$ cat src/rtl/oad_pkg.sv
// Shared types, widths and codes for the obstacle-avoid drive block.
package oad_pkg;

  localparam int unsigned RangeW     = 12;
  localparam int unsigned TickCntW   = 16;
  localparam int unsigned SpeedCfgW  = 7;
  localparam int unsigned SpeedW     = 8;
  localparam int unsigned ModeW      = 4;
  localparam int unsigned CfgAddrW   = 3;
  localparam int unsigned CfgDataW   = 16;
  localparam int unsigned InDataW    = 64;
  localparam int unsigned OutDataW   = 24;
  // Queue depth must stay a power of two: pointers wrap by overflow.
  localparam int unsigned QueueDepth = 2;
  localparam int unsigned QueuePtrW  = $clog2(QueueDepth);
  localparam int unsigned QueueCntW  = $clog2(QueueDepth + 1);

  localparam logic [SpeedCfgW-1:0] SpeedMax = SpeedCfgW'(100);
  localparam logic [TickCntW-1:0]  TickSat  = '1;

  typedef enum logic [CfgAddrW-1:0] {
    REG_GRAZE_LIMIT  = 3'd0,
    REG_SIDE_LIMIT   = 3'd1,
    REG_CENTRE_CLEAR = 3'd2,
    REG_START_WAIT   = 3'd3,
    REG_CRUISE_SPEED = 3'd4,
    REG_TURN_SPEED   = 3'd5,
    REG_GRAZE_FAST   = 3'd6,
    REG_GRAZE_SLOW   = 3'd7
  } cfg_reg_e;

  // Classifier verdict for one item.
  typedef enum logic [2:0] {
    CLS_FORWARD     = 3'd0,
    CLS_TURN_LEFT   = 3'd1,
    CLS_TURN_RIGHT  = 3'd2,
    CLS_SPIN_LEFT   = 3'd3,
    CLS_GRAZE_LEFT  = 3'd4,
    CLS_GRAZE_RIGHT = 3'd5
  } cls_e;

  typedef struct packed {
    logic [RangeW-1:0] graze;
    logic [RangeW-1:0] side;
    logic [RangeW-1:0] centre_clear;
  } limits_t;

  typedef struct packed {
    logic [TickCntW-1:0]  start_wait;
    logic [SpeedCfgW-1:0] cruise;
    logic [SpeedCfgW-1:0] turn;
    logic [SpeedCfgW-1:0] graze_fast;
    logic [SpeedCfgW-1:0] graze_slow;
  } drive_cfg_t;

  typedef struct packed {
    cls_e cls;
    logic tick;
  } q_entry_t;

endpackage

$ cat src/rtl/oad_front.sv
// Front end: takes input items and classifies the five range readings.
module oad_front import oad_pkg::*; (
  input  logic               clk_i,
  input  logic               rst_ni,
  input  logic               s_valid_i,
  output logic               s_ready_o,
  input  logic [InDataW-1:0] s_data_i,
  input  limits_t            limits_i,
  input  logic               q_full_i,
  output logic               push_o,
  output q_entry_t           entry_o
);

  logic [RangeW-1:0] far_left, left, centre, right, far_right;
  logic              tick;
  logic              turn_l, turn_r;

  assign far_left  = s_data_i[RangeW-1:0];
  assign left      = s_data_i[2*RangeW-1:RangeW];
  assign centre    = s_data_i[3*RangeW-1:2*RangeW];
  assign right     = s_data_i[4*RangeW-1:3*RangeW];
  assign far_right = s_data_i[5*RangeW-1:4*RangeW];
  assign tick      = s_data_i[5*RangeW];

  assign turn_l = (right < limits_i.side) && (centre > limits_i.centre_clear)
                  && (left > limits_i.side);
  assign turn_r = (right > limits_i.side) && (centre > limits_i.centre_clear)
                  && (left < limits_i.side);

  always_comb begin
    entry_o.tick = tick;
    priority if (far_left < limits_i.graze) begin
      entry_o.cls = CLS_GRAZE_LEFT;
    end else if (far_right < limits_i.graze) begin
      entry_o.cls = CLS_GRAZE_RIGHT;
    end else if (turn_l) begin
      entry_o.cls = CLS_TURN_LEFT;
    end else if (turn_r) begin
      entry_o.cls = CLS_TURN_RIGHT;
    end else if (centre < limits_i.side) begin
      entry_o.cls = CLS_SPIN_LEFT;
    end else begin
      entry_o.cls = CLS_FORWARD;
    end
  end

  assign s_ready_o = !q_full_i;
  assign push_o    = s_valid_i && !q_full_i;

  // Classification must track the tick bit of the item it came from.
  assert property (@(posedge clk_i) disable iff (!rst_ni)
    push_o |-> (entry_o.tick == s_data_i[5*RangeW]))
    else $error("front entry lost its tick bit");

endmodule

$ cat src/rtl/oad_queue.sv
// Short queue of classified items between front and back end.
module oad_queue import oad_pkg::*; (
  input  logic     clk_i,
  input  logic     rst_ni,
  input  logic     push_i,
  input  q_entry_t push_data_i,
  output logic     full_o,
  input  logic     pop_i,
  output logic     valid_o,
  output q_entry_t pop_data_o
);

  q_entry_t               mem_q [QueueDepth];
  logic [QueuePtrW-1:0]   wr_ptr_q, wr_ptr_d, rd_ptr_q, rd_ptr_d;
  logic [QueueCntW-1:0]   count_q, count_d;

  assign full_o     = (count_q == QueueCntW'(QueueDepth));
  assign valid_o    = (count_q != '0);
  assign pop_data_o = mem_q[rd_ptr_q];

  always_comb begin
    wr_ptr_d = push_i ? wr_ptr_q + 1'b1 : wr_ptr_q;
    rd_ptr_d = pop_i  ? rd_ptr_q + 1'b1 : rd_ptr_q;
    count_d  = count_q;
    if (push_i && !pop_i) begin
      count_d = count_q + 1'b1;
    end else if (pop_i && !push_i) begin
      count_d = count_q - 1'b1;
    end
  end

  always_ff @(posedge clk_i or negedge rst_ni) begin
    if (!rst_ni) begin
      wr_ptr_q <= '0;
      rd_ptr_q <= '0;
      count_q  <= '0;
    end else begin
      wr_ptr_q <= wr_ptr_d;
      rd_ptr_q <= rd_ptr_d;
      count_q  <= count_d;
    end
  end

  always_ff @(posedge clk_i) begin
    if (push_i) begin
      mem_q[wr_ptr_q] <= push_data_i;
    end
  end

  assert property (@(posedge clk_i) disable iff (!rst_ni)
    count_q <= QueueCntW'(QueueDepth))
    else $error("queue fill count overran");

  assert property (@(posedge clk_i) disable iff (!rst_ni)
    pop_i |-> (count_q != '0))
    else $error("back end popped an empty queue");

endmodule

$ cat src/rtl/oad_back.sv
// Back end: drive state machine, wait counter, wheel speeds, output register.
module oad_back import oad_pkg::*; (
  input  logic                clk_i,
  input  logic                rst_ni,
  input  logic                q_valid_i,
  input  q_entry_t            q_data_i,
  output logic                pop_o,
  input  drive_cfg_t          cfg_i,
  output logic                m_valid_o,
  input  logic                m_ready_i,
  output logic [OutDataW-1:0] m_data_o
);

  typedef enum logic [13:0] {
    ST_WAIT_SET     = 14'h0001,
    ST_WAITING      = 14'h0002,
    ST_FORWARD      = 14'h0004,
    ST_FORWARD_RUN  = 14'h0008,
    ST_TURN_L       = 14'h0010,
    ST_TURN_L_RUN   = 14'h0020,
    ST_TURN_R       = 14'h0040,
    ST_TURN_R_RUN   = 14'h0080,
    ST_SPIN_L       = 14'h0100,
    ST_SPIN_L_RUN   = 14'h0200,
    ST_GRAZE_L      = 14'h0400,
    ST_GRAZE_L_RUN  = 14'h0800,
    ST_GRAZE_R      = 14'h1000,
    ST_GRAZE_R_RUN  = 14'h2000
  } state_e;

  function automatic logic [ModeW-1:0] mode_code(state_e s);
    logic [ModeW-1:0] c;
    unique case (s)
      ST_WAIT_SET:    c = 4'd0;
      ST_WAITING:     c = 4'd1;
      ST_FORWARD:     c = 4'd2;
      ST_FORWARD_RUN: c = 4'd3;
      ST_TURN_L:      c = 4'd4;
      ST_TURN_L_RUN:  c = 4'd5;
      ST_TURN_R:      c = 4'd6;
      ST_TURN_R_RUN:  c = 4'd7;
      ST_SPIN_L:      c = 4'd8;
      ST_SPIN_L_RUN:  c = 4'd9;
      ST_GRAZE_L:     c = 4'd10;
      ST_GRAZE_L_RUN: c = 4'd11;
      ST_GRAZE_R:     c = 4'd12;
      ST_GRAZE_R_RUN: c = 4'd13;
      default:        c = 4'd0;
    endcase
    return c;
  endfunction

  function automatic state_e action_of(cls_e c);
    state_e s;
    unique case (c)
      CLS_TURN_LEFT:   s = ST_TURN_L;
      CLS_TURN_RIGHT:  s = ST_TURN_R;
      CLS_SPIN_LEFT:   s = ST_SPIN_L;
      CLS_GRAZE_LEFT:  s = ST_GRAZE_L;
      CLS_GRAZE_RIGHT: s = ST_GRAZE_R;
      default:         s = ST_FORWARD;
    endcase
    return s;
  endfunction

  function automatic logic [SpeedW-1:0] clamp_speed(logic [SpeedCfgW-1:0] v);
    return (v > SpeedMax) ? {1'b0, SpeedMax} : {1'b0, v};
  endfunction

  state_e              state_q, state_d;
  logic [TickCntW-1:0] wait_cnt_q, wait_cnt_d, cnt_inc;
  logic [SpeedW-1:0]   right_q, right_d, left_q, left_d;
  logic [SpeedW-1:0]   cruise_sp, turn_sp, fast_sp, slow_sp;
  logic                out_valid_q;
  logic [OutDataW-1:0] out_data_q;
  state_e              run_action;

  assign cruise_sp = clamp_speed(cfg_i.cruise);
  assign turn_sp   = clamp_speed(cfg_i.turn);
  assign fast_sp   = clamp_speed(cfg_i.graze_fast);
  assign slow_sp   = clamp_speed(cfg_i.graze_slow);

  assign pop_o = q_valid_i && (!out_valid_q || m_ready_i);

  assign cnt_inc = (q_data_i.tick && (wait_cnt_q != TickSat)) ?
                   wait_cnt_q + 1'b1 : wait_cnt_q;
  assign run_action = action_of(q_data_i.cls);

  always_comb begin
    state_d    = state_q;
    wait_cnt_d = wait_cnt_q;
    right_d    = right_q;
    left_d     = left_q;
    if (pop_o) begin
      wait_cnt_d = cnt_inc;
      unique case (state_q)
        ST_WAIT_SET: begin
          wait_cnt_d = '0;
          right_d    = '0;
          left_d     = '0;
          state_d    = ST_WAITING;
        end
        ST_WAITING: begin
          if (cnt_inc > cfg_i.start_wait) begin
            state_d = ST_FORWARD;
          end
        end
        ST_FORWARD: begin
          right_d = cruise_sp;
          left_d  = cruise_sp;
          state_d = ST_FORWARD_RUN;
        end
        ST_TURN_L: begin
          right_d = turn_sp;
          left_d  = '0;
          state_d = ST_TURN_L_RUN;
        end
        ST_TURN_R: begin
          right_d = '0;
          left_d  = turn_sp;
          state_d = ST_TURN_R_RUN;
        end
        ST_SPIN_L: begin
          right_d = turn_sp;
          left_d  = -turn_sp;
          state_d = ST_SPIN_L_RUN;
        end
        ST_GRAZE_L: begin
          right_d = slow_sp;
          left_d  = fast_sp;
          state_d = ST_GRAZE_L_RUN;
        end
        ST_GRAZE_R: begin
          right_d = fast_sp;
          left_d  = slow_sp;
          state_d = ST_GRAZE_R_RUN;
        end
        ST_FORWARD_RUN: if (run_action != ST_FORWARD) state_d = run_action;
        ST_TURN_L_RUN:  if (run_action != ST_TURN_L)  state_d = run_action;
        ST_TURN_R_RUN:  if (run_action != ST_TURN_R)  state_d = run_action;
        ST_SPIN_L_RUN:  if (run_action != ST_SPIN_L)  state_d = run_action;
        ST_GRAZE_L_RUN: if (run_action != ST_GRAZE_L) state_d = run_action;
        ST_GRAZE_R_RUN: if (run_action != ST_GRAZE_R) state_d = run_action;
        default:        state_d = ST_WAIT_SET;
      endcase
    end
  end

  always_ff @(posedge clk_i or negedge rst_ni) begin
    if (!rst_ni) begin
      state_q     <= ST_WAIT_SET;
      wait_cnt_q  <= '0;
      right_q     <= '0;
      left_q      <= '0;
      out_valid_q <= 1'b0;
    end else begin
      state_q    <= state_d;
      wait_cnt_q <= wait_cnt_d;
      right_q    <= right_d;
      left_q     <= left_d;
      if (pop_o) begin
        out_valid_q <= 1'b1;
      end else if (m_ready_i) begin
        out_valid_q <= 1'b0;
      end
    end
  end

  always_ff @(posedge clk_i) begin
    if (pop_o) begin
      out_data_q <= {4'd0, mode_code(state_d), left_d, right_d};
    end
  end

  assign m_valid_o = out_valid_q;
  assign m_data_o  = out_data_q;

  assert property (@(posedge clk_i) disable iff (!rst_ni)
    (pop_o && (state_q == ST_WAIT_SET)) |=> (wait_cnt_q == '0))
    else $error("wait counter not cleared on entry to waiting");

  assert property (@(posedge clk_i) disable iff (!rst_ni)
    ($signed(left_q) >= -8'sd100) && ($signed(left_q) <= 8'sd100)
    && ($signed(right_q) >= -8'sd100) && ($signed(right_q) <= 8'sd100))
    else $error("wheel speed out of range");

  assert property (@(posedge clk_i) disable iff (!rst_ni)
    !pop_o |=> (state_q == $past(state_q)))
    else $error("drive state moved without an item");

endmodule

$ cat src/rtl/obstacle_avoid_drive_fsm.sv
// Top level of the obstacle-avoid drive block: config registers and wiring.
//
//  channel      | direction | contents
//  -------------+-----------+---------------------------------------------------
//  s_axis       | in        | one control step: five ranges and the ms tick
//  m_axis       | out       | wheel speeds and drive state after the step
//  cfg          | in        | register write: cfg_we_i, cfg_addr_i, cfg_wdata_i
//
// One item per clock sustained while m_axis_tready is high; from accept to result
// an item passes classifier -> queue -> state update into the output register.
// The classifier is combinational and the drive state update is registered; the
// two-entry queue lets the back end hold while the output is stalled.
// Reset (rst_ni, async, active low) loads the register defaults, empties the
// queue and puts the machine in the wait-set state with both wheels stopped.
module obstacle_avoid_drive_fsm import oad_pkg::*; (
  input  logic                clk_i,
  input  logic                rst_ni,
  input  logic                s_axis_tvalid,
  output logic                s_axis_tready,
  // far_left_range[11:0], left_range[23:12], centre_range[35:24],
  // right_range[47:36], far_right_range[59:48], ms_tick[60], zero pad
  input  logic [InDataW-1:0]  s_axis_tdata,
  output logic                m_axis_tvalid,
  input  logic                m_axis_tready,
  // right_wheel_speed[7:0], left_wheel_speed[15:8], drive_state[19:16], zero pad
  output logic [OutDataW-1:0] m_axis_tdata,
  input  logic                cfg_we_i,
  input  logic [CfgAddrW-1:0] cfg_addr_i,
  input  logic [CfgDataW-1:0] cfg_wdata_i
);

  limits_t    limits_q;
  drive_cfg_t drive_cfg_q;
  logic       q_full, q_push, q_valid, q_pop;
  q_entry_t   q_in, q_out;

  // Configuration registers; every index of the 3-bit address is in use.
  always_ff @(posedge clk_i or negedge rst_ni) begin
    if (!rst_ni) begin
      limits_q.graze          <= RangeW'(240);
      limits_q.side           <= RangeW'(640);
      limits_q.centre_clear   <= RangeW'(480);
      drive_cfg_q.start_wait  <= TickCntW'(1000);
      drive_cfg_q.cruise      <= SpeedCfgW'(25);
      drive_cfg_q.turn        <= SpeedCfgW'(15);
      drive_cfg_q.graze_fast  <= SpeedCfgW'(30);
      drive_cfg_q.graze_slow  <= SpeedCfgW'(10);
    end else if (cfg_we_i) begin
      unique case (cfg_reg_e'(cfg_addr_i))
        REG_GRAZE_LIMIT:  limits_q.graze         <= cfg_wdata_i[RangeW-1:0];
        REG_SIDE_LIMIT:   limits_q.side          <= cfg_wdata_i[RangeW-1:0];
        REG_CENTRE_CLEAR: limits_q.centre_clear  <= cfg_wdata_i[RangeW-1:0];
        REG_START_WAIT:   drive_cfg_q.start_wait <= cfg_wdata_i[TickCntW-1:0];
        REG_CRUISE_SPEED: drive_cfg_q.cruise     <= cfg_wdata_i[SpeedCfgW-1:0];
        REG_TURN_SPEED:   drive_cfg_q.turn       <= cfg_wdata_i[SpeedCfgW-1:0];
        REG_GRAZE_FAST:   drive_cfg_q.graze_fast <= cfg_wdata_i[SpeedCfgW-1:0];
        REG_GRAZE_SLOW:   drive_cfg_q.graze_slow <= cfg_wdata_i[SpeedCfgW-1:0];
        default: ;
      endcase
    end
  end

  // Front end: classification happens as the item is accepted.
  oad_front u_front (
    .clk_i     (clk_i),
    .rst_ni    (rst_ni),
    .s_valid_i (s_axis_tvalid),
    .s_ready_o (s_axis_tready),
    .s_data_i  (s_axis_tdata),
    .limits_i  (limits_q),
    .q_full_i  (q_full),
    .push_o    (q_push),
    .entry_o   (q_in)
  );

  oad_queue u_queue (
    .clk_i       (clk_i),
    .rst_ni      (rst_ni),
    .push_i      (q_push),
    .push_data_i (q_in),
    .full_o      (q_full),
    .pop_i       (q_pop),
    .valid_o     (q_valid),
    .pop_data_o  (q_out)
  );

  // Back end: drive state machine feeding the output register.
  oad_back u_back (
    .clk_i     (clk_i),
    .rst_ni    (rst_ni),
    .q_valid_i (q_valid),
    .q_data_i  (q_out),
    .pop_o     (q_pop),
    .cfg_i     (drive_cfg_q),
    .m_valid_o (m_axis_tvalid),
    .m_ready_i (m_axis_tready),
    .m_data_o  (m_axis_tdata)
  );

endmodule
$ cat config.mk
export PLATFORM = sky130hd
export DESIGN_NAME = obstacle_avoid_drive_fsm
export DESIGN_NICKNAME = d
export VERILOG_FILES = /design/src/rtl/oad_pkg.sv /design/src/rtl/oad_front.sv /design/src/rtl/oad_queue.sv /design/src/rtl/oad_back.sv /design/src/rtl/obstacle_avoid_drive_fsm.sv
export SDC_FILE = /design/constraint.sdc
export NUM_CORES = 1
export LEC_CHECK = 0
export ABC_CLOCK_PERIOD_IN_PS = 6200
export BUFFER_PORTS_ARGS = -buffer_cell sky130_fd_sc_hd__buf_2
export CAP_MARGIN = 30
export CORE_ASPECT_RATIO = 1.2
export CORE_UTILIZATION = 45
export DETAILED_ROUTE_END_ITERATION = 12
export PLACE_DENSITY_LB_ADDON = 0.08
export SETUP_SLACK_MARGIN = 0.05
export SLEW_MARGIN = 20
export SYNTH_ARGS = -nofsm -noshare
export SYNTH_HDL_FRONTEND = slang
export SYNTH_HIERARCHICAL = 1
export SYNTH_SLANG_ARGS = --single-unit
$ cat constraint.sdc
create_clock -name clk_i -period 6.2 [get_ports clk_i]
set_clock_uncertainty 0.1 [all_clocks]
set_input_delay 0.62 -clock clk_i [delete_from_list [all_inputs] [get_ports clk_i]]
set_output_delay 0.62 -clock clk_i [all_outputs]
set_load 0.03 [all_outputs]
### After elaboration in Yosys (flattened, before gate mapping)

Memories as Yosys holds them, arrays and structs flattened.
Index checks and enable logic that the tools add are counted.

| word-level totals | value |
|---|---|
| flip-flop bits (word level) | 151 |
| bits in latches | 0 |
| memory bits (writable) | 8 |
| ROM bits | 0 |
| output and inout bits | 26 |
| word-level logic and storage cells | 145 |
| memories kept | 1 |

| cells by class | value |
|---|---|
| add/sub/neg operators | 6 |
| $mul | 0 |
| div/mod/pow operators | 0 |
| order comparisons | 13 |
| equal/unequal tests | 47 |
| shift operators | 0 |
| multiplexer cells | 32 |
| bitwise gates (word level) | 0 |
| reductions and logical operators | 29 |

Memory list:

| name | words | bits a word | rd ports | clocked after memory_dff | wr ports | line | source |
|---|---|---|---|---|---|---|---|
| u_queue.mem_q | 2 | 4 | 1 | 0 | 1 | oad_queue.sv:13 | `q_entry_t mem_q [QueueDepth];` |

Operator list:

| kind | number |
|---|---|
| $pmux W14 S14 | 1 |
| $mux W14 | 8 |
| $pmux W13 S5 | 1 |
| $lt A12 B12 Y1 | 5 |
| $pmux W4 S13 | 1 |
| $pmux W8 S6 | 1 |
| $pmux W8 S5 | 1 |
| $gt A12 B12 Y1 | 3 |
| $mux W16 | 2 |
| $eq A14 B10 Y1 const B | 2 |
| $eq A14 B11 Y1 const B | 2 |
| $eq A14 B12 Y1 const B | 2 |
| $eq A14 B13 Y1 const B | 2 |
| $eq A14 B14 Y1 const B | 2 |
| $eq A14 B2 Y1 const B | 2 |
| $eq A14 B3 Y1 const B | 2 |
| $eq A14 B4 Y1 const B | 2 |
| $eq A14 B5 Y1 const B | 2 |
| $eq A14 B6 Y1 const B | 2 |
| $eq A14 B7 Y1 const B | 2 |
| $eq A14 B8 Y1 const B | 2 |
| $eq A14 B9 Y1 const B | 2 |
| $gt A7 B7 Y1 const B | 4 |
| $mux W7 | 4 |
| other kinds (29) | 70 |

### Logic depth before layout (Yosys ltp)

| depth | value |
|---|---|
| depth after elaboration | 9 |
| mapped depth | 19 |
| depth with buffers taken out | 17 |

### By module

Netlist, hierarchy kept.

By module, submodules not included:

| module | times used | cells each | area each (um2) | seq. area each (um2) |
|---|---|---|---|---|
| oad_back | 1 | 609 | 5158.7 | 1778.0 |
| obstacle_avoid_drive_fsm | 1 | 177 | 3125.5 | 2038.2 |
| oad_front | 1 | 219 | 1689.1 | 0.0 |
| oad_queue | 1 | 28 | 476.7 | 340.3 |

### Worst setup path before layout

No wires, ideal clock.

| path | value |
|---|---|
| path kind | register to register |
| start point | reg u_back.wait_cnt_q[8] |
| end point | reg u_back.out_data_q[16], in the netlist u_back/m_data_o[16], data pin |
| setup time | 0.176 ns |
| data arrival time | 4.473 ns |
| required time | 5.924 ns |
| setup slack | 1.451 ns |
| cell stages (with the launch flop) | 20 |
| buffers on the path | 2 |
| period minus slack after synthesis | 4.749 ns |
| path through | dfrtp_1 > clkbuf_1 > and4_1 > nand4_1 > o41a_1 > clkbuf_1 > nand4_1 > nor2_1 > and2_1 > xor2_1 > ha_1 > a21o_1 > nand3_1 > a21oi_1 > or4b_1 > nor3b_1 > o221ai_1 > inv_1 > or4_1 > o32ai_1 |

| between the ends | value |
|---|---|
| word-level cells in the longest chain between the ends | 9 |
| elaborated cells between the ends (all ways) | 22 |
| classes of those cells | 1 x add/sub; 1 x order compare; 14 x eq/ne; 5 x mux; 1 x reduce/logical |

Ends and longest elaborated chain:

| item | line | source |
|---|---|---|
| from (decl) | oad_back.sv:71 | `logic [TickCntW-1:0] wait_cnt_q, wait_cnt_d, cnt_inc;` |
| from (signal assigned) | oad_back.sv:158 | `wait_cnt_q <= wait_cnt_d;` |
| parallel branches: the longest is 2 deep, another holds $add A16 B1 Y16 | -- |  |
| $mux W16 * | oad_back.sv:85 | `assign cnt_inc = (q_data_i.tick && (wait_cnt_q != TickSat)) ?` |
| $gt A16 B16 Y1 * | oad_back.sv:104 | `if (cnt_inc > cfg_i.start_wait) begin` |
| $mux W14 * | oad_back.sv:104 |  |
| $pmux W14 S14 * | oad_back.sv:96 | `unique case (state_q)` |
| $mux W14 * | oad_back.sv:94 | `if (pop_o) begin` |
| named net u_back.state_d[2] | oad_back.sv:70 | `state_e state_q, state_d;` |
| $eq A14 B14 Y1, or another cell as far along | oad_back.sv:33 | `unique case (s)` |
| $pmux W4 S13 * | oad_back.sv:33 |  |
| to (signal assigned) | oad_back.sv:171 | `out_data_q <= {4'd0, mode_code(state_d), left_d, right_d};` |
| to (decl) | oad_back.sv:75 | `logic [OutDataW-1:0] out_data_q;` |

Mark *: on every way through the listed nets, which the timed path passes.
A chain may end at the register's enable or synchronous reset.

### Final worst setup path

Same ends and word-level chain as after synthesis.

==> results by group <==
Detailed routing
  • First-pass DRT Iterations: 5
  • WL per Instance: 18.2 um
  • Via density: 5.81
  • Post-route antenna net violation count: 0
  • Initial drt markers: 637
  • Vias: 8412
  • DRT Wirelength: 26400 um
  • DRC Markers: 0

Setup path
  • Slowest cell on crit path: o41a_1
  • Data arrival, critical path: 5.43 ns
  • Critical Path, Cell by Cell: and4_1, nand4_1, o41a_1, nand4_1, nor2_1, and2_1, xor2_1, ha_1, a21o_1, nand3_1, a21oi_1, or4b_1, nor3b_1, o221ai_1, inv_1, or4_1, o32ai_1
  • Crit path max-delay family: simple AND/OR/NAND/NOR gates
  • Critical Path Most Common Cell: nand4_1
  • Data required, critical path: 6.34 ns
  • Crit-path max FO: 11
  • Crit path buffers/inverters: 1
  • CP endpoint kind: register
  • CP Launch Type: register
  • Critical path's largest stage delay: 0.61 ns
  • CP Class: register to register

Power and ir drop
  • Combinational fraction of design power: 39.5%
  • Psw: 1.83 mW
  • Static Leak: 5.19 nW
  • Clock network power share: 24.8%
  • Internal power: 2.69 mW
  • Pwr dens: 382 mW/mm^2
  • Sequential share of power: 35.6%
  • Maximum vdd drop: 0.186 mV
  • Total power: 4.52 mW
  • Switching fraction of total power: 40.4%

Min path
  • Hold Path Class: input pin to async pin

Synthesis
  • Compound-cell area share of the yosys netlist: 15.9%
  • Avg Inst Size Synth: 10.1 um^2
  • Synth Area in Simple Gates: 16.6%
  • Post-synthesis xor/xnor area fraction: 2.43%
  • Synthesized flop and latch total: 159
  • Top_reg_cell synth: dfrtp_1
  • Yosys Warn Count: 6
  • Mux contribution to synthesized area: 9.55%
  • Yosys cell types: 94
  • Ys async rst share: 82.4%
  • Gate Count Post-Synth: 1033
  • Sequential-to-total area share from yosys stat: 39.8%
  • Adder-Cell Fraction of Synth Area: 10.5%
  • Mapped cell area: 0.0105 mm^2
  • Largest family of logic cells by synthesized area: simple AND/OR/NAND/NOR gates
  • Post-synth EDFFs: 28

Floorplanning
  • Ports: 114
  • Core area: 0.0226 mm^2
  • # rows: 60
  • DIE AREA: 0.0238 mm^2
  • Die H: 169 um
  • Initial core utilization: 46.2%
  • Width of the chip: 141 um

Placement
  • Port buffer count: 106
  • Routability-driven placement congestion ratio: 0.935
  • DP Area: 0.0112 mm^2
  • HPWL after detailed placement: 19700 um

Outcome
  • Status: completed

CTS
  • CTS Hold Bufs: 0
  • TritonCTS Buffers: 17
  • Post-CTS setup buffer count: 0
  • CTS H-tree depth: 4
  • CTS sink count: 159
  • CTS tree: built
  • Bufs on Longest Clock Path: 2
  • Clock latency at the later pin of the worst-skew pair: 0.43 ns
  • Resized Gates After CTS: 0
  • Clock transition at path regs: 0.07 ns
  • Root Driver: clkbuf_16

Timing
  • Headroom to the max-slew limit: 38.7%
  • Final TNS setup: 0 ns
  • Period minus WS final: 5.29 ns
  • FMAX: 0.189 GHz
  • Hold Violations, Final: 0
  • # setup viols final: 0
  • Final worst hold slack: 0.0855 ns
  • Tcrit/Tclk final: 85.3%
  • Final slew viol count: 0
  • Slew @ Worst Pin: 0.913 ns
  • RSZ-0062 raised after global routing: false

Final layout
  • Final instance area: 0.0118 mm^2
  • Multi-input gate area: 0.00577 mm^2
  • Fillers: 2073
  • Area grow syn2layout: 13.2%
  • Commonest non-fill, non-tap cell in the layout: buf_2
  • Reg area: 0.00416 mm^2
  • # nets final: 1299
  • Most frequent cells in the layout: buf_2, dfrtp_1, ha_1
  • Fraction of layout cells with a size suffix above 1: 25.4%
  • Final Core Density: 52.4%

Global routing
  • Largest net degree at the start of global routing: 70
  • Total grt overflow: 0
  • First-pass GRT wire length: 42700 um
  • Initial antenna violation count: 5
  • Gr usage total: 23.0%
  • Via count of the first global-routing pass: 8237

Job
  • Max Cap Viol: 0
## cell usage after synthesis (all sizes together), types with 5 or more instances
library cell / n / share of area [%]
dfrtp: 101 / 24
ha: 88 / 11
mux2: 86 / 9.3
nand2: 71 / 2.6
inv: 70 / 2.5
o21ai: 65 / 3.1
a21oi: 56 / 2.7
nor2: 44 / 1.6
nand4: 36 / 2.2
dfstp: 30 / 7.5
edfxtp: 28 / 8.0
clkbuf: 26 / 0.93
nand3: 26 / 1.2
buf: 22 / 1.7
nor3: 19 / 1.0
xnor2: 16 / 1.3
a21o: 15 / 1.1
nor2b: 15 / 0.90
o31ai: 14 / 1.0
xor2: 13 / 1.1
nand2b: 12 / 0.72
nor4: 12 / 0.98
o211ai: 12 / 0.99
nor4b: 11 / 1.1
or4: 9 / 0.72
a31oi: 8 / 0.48
and2: 7 / 0.42
a221oi: 6 / 0.50
a22oi: 6 / 0.43
and3: 6 / 0.36
nand4b: 6 / 0.65
o22ai: 6 / 0.36
a211o: 5 / 0.42
and4: 5 / 0.44
o21a: 5 / 0.36
or2: 5 / 0.30
## power groups by stage
| stage | Clock (mW) | Combinational [mW] | Sequential, mW |
|---|---|---|---|
| after floorplan | 0 | 1.28 | 1.61 |
| after global placement | 0 | 1.75 | 1.62 |
| after detailed placement | 0 | 1.77 | 1.63 |
| after CTS | 1.15 | 1.78 | 1.61 |
| after global routing | 1.19 | 1.98 | 1.65 |
| final | 1.12 | 1.79 | 1.61 |
## through the flow
| step | setup WS (ns) | cells |
|---|---|---|
| after floorplan | 1.45 | 1036 |
| after global placement | 1.05 | 1412 |
| after detailed placement | 0.983 | 1413 |
| after CTS | 0.941 | 1445 |
| after global routing | 0.463 | 1449 |
| final | 0.909 | 1449 |
## state kept, by name, indices dropped and copies added, names as in the netlist
register / cells
u_back/right_q: 8
u_back/wait_cnt_q: 16
u_queue/wr_ptr_q: 1
drive_cfg_q: 44
u_back/left_q: 8
u_back/m_data_o: 20
limits_q: 36
u_queue/rd_ptr_q: 1
u_back/m_valid_o: 1
u_back/state_q: 14
u_queue/mem_q: 8
u_queue/count_q: 2
## layout make-up
class	count	share of cell area, %
Timing Repair Buffer	116	5.23
Antenna cell	3	0.0634
Sequential cell	159	35.1
Clock buffer	17	3.60
Clock inverter	15	1.68
Tap cell	310	3.28
Multi-Input combinational cell	758	48.8
Inverter	71	2.25
## worst register-to-register path, stage by stage, from the launching register on
cell and delay, ns:
dfrtp_1 0.49, and4_1 0.29, nand4_1 0.17, o41a_1 0.61, nand4_1 0.27, nor2_1 0.15
and2_1 0.22, xor2_1 0.15, ha_1 0.30, a21o_1 0.16, nand3_1 0.08, a21oi_1 0.07
or4b_1 0.59, nor3b_1 0.17, o221ai_1 0.34, inv_1 0.14, or4_1 0.54, o32ai_1 0.25
## kinds of logic (layout without fill, tap and decap cells)
group,Yosys count,after routing
and+or+nand+nor,301,301
AOI/OAI and AO/OA,247,247
DFF,159,159
buffers and inverters,119,219
muxes,89,89
adders and majority gates,88,88
xor gates and xnor gates,29,29
other,1,7
## layer usage
metal | vias up | routed length (um) | share of wire [%] | GRT usage [%]
met1 | 4031 | 12000 | 46 | 30.2
met4 | 4 | 650 | 2.5 | 8.60
met5 | - | 22 | 0.083 | 0
met3 | 51 | 1240 | 4.7 | 4.02
met2 | 281 | 12400 | 47 | 37.8
li1 | 4045 | - | - | -
## worst paths after layout
| check | start | endpoint | slack (ns) | cells past startpoint |
|---|---|---|---|---|
| worst min-delay path | rst_ni | drive_cfg_q[40]$_DFFE_PN0P_ | 0.09 | 1 |
| max in group asynchronous | rst_ni | drive_cfg_q[6]$_DFFE_PN0P_ | 4.68 | 2 |
| min in group clk_i | cfg_wdata_i[13] | drive_cfg_q[41]$_DFFE_PN0P_ | 0.32 | 2 |
| worst max-delay path | u_back/wait_cnt_q[8]$_DFFE_PN0P_ | u_back/m_data_o[16]$_DFFE_PP_ | 0.91 | 17 |
| worst max register to register | u_back/wait_cnt_q[8]$_DFFE_PN0P_ | u_back/m_data_o[16]$_DFFE_PP_ | 0.91 | 17 |
| worst min register to register | u_back/left_q[0]$_DFF_PN0_ | u_back/left_q[0]$_DFF_PN0_ | 0.37 | 1 |
Power figures use the tool's default switching activity.
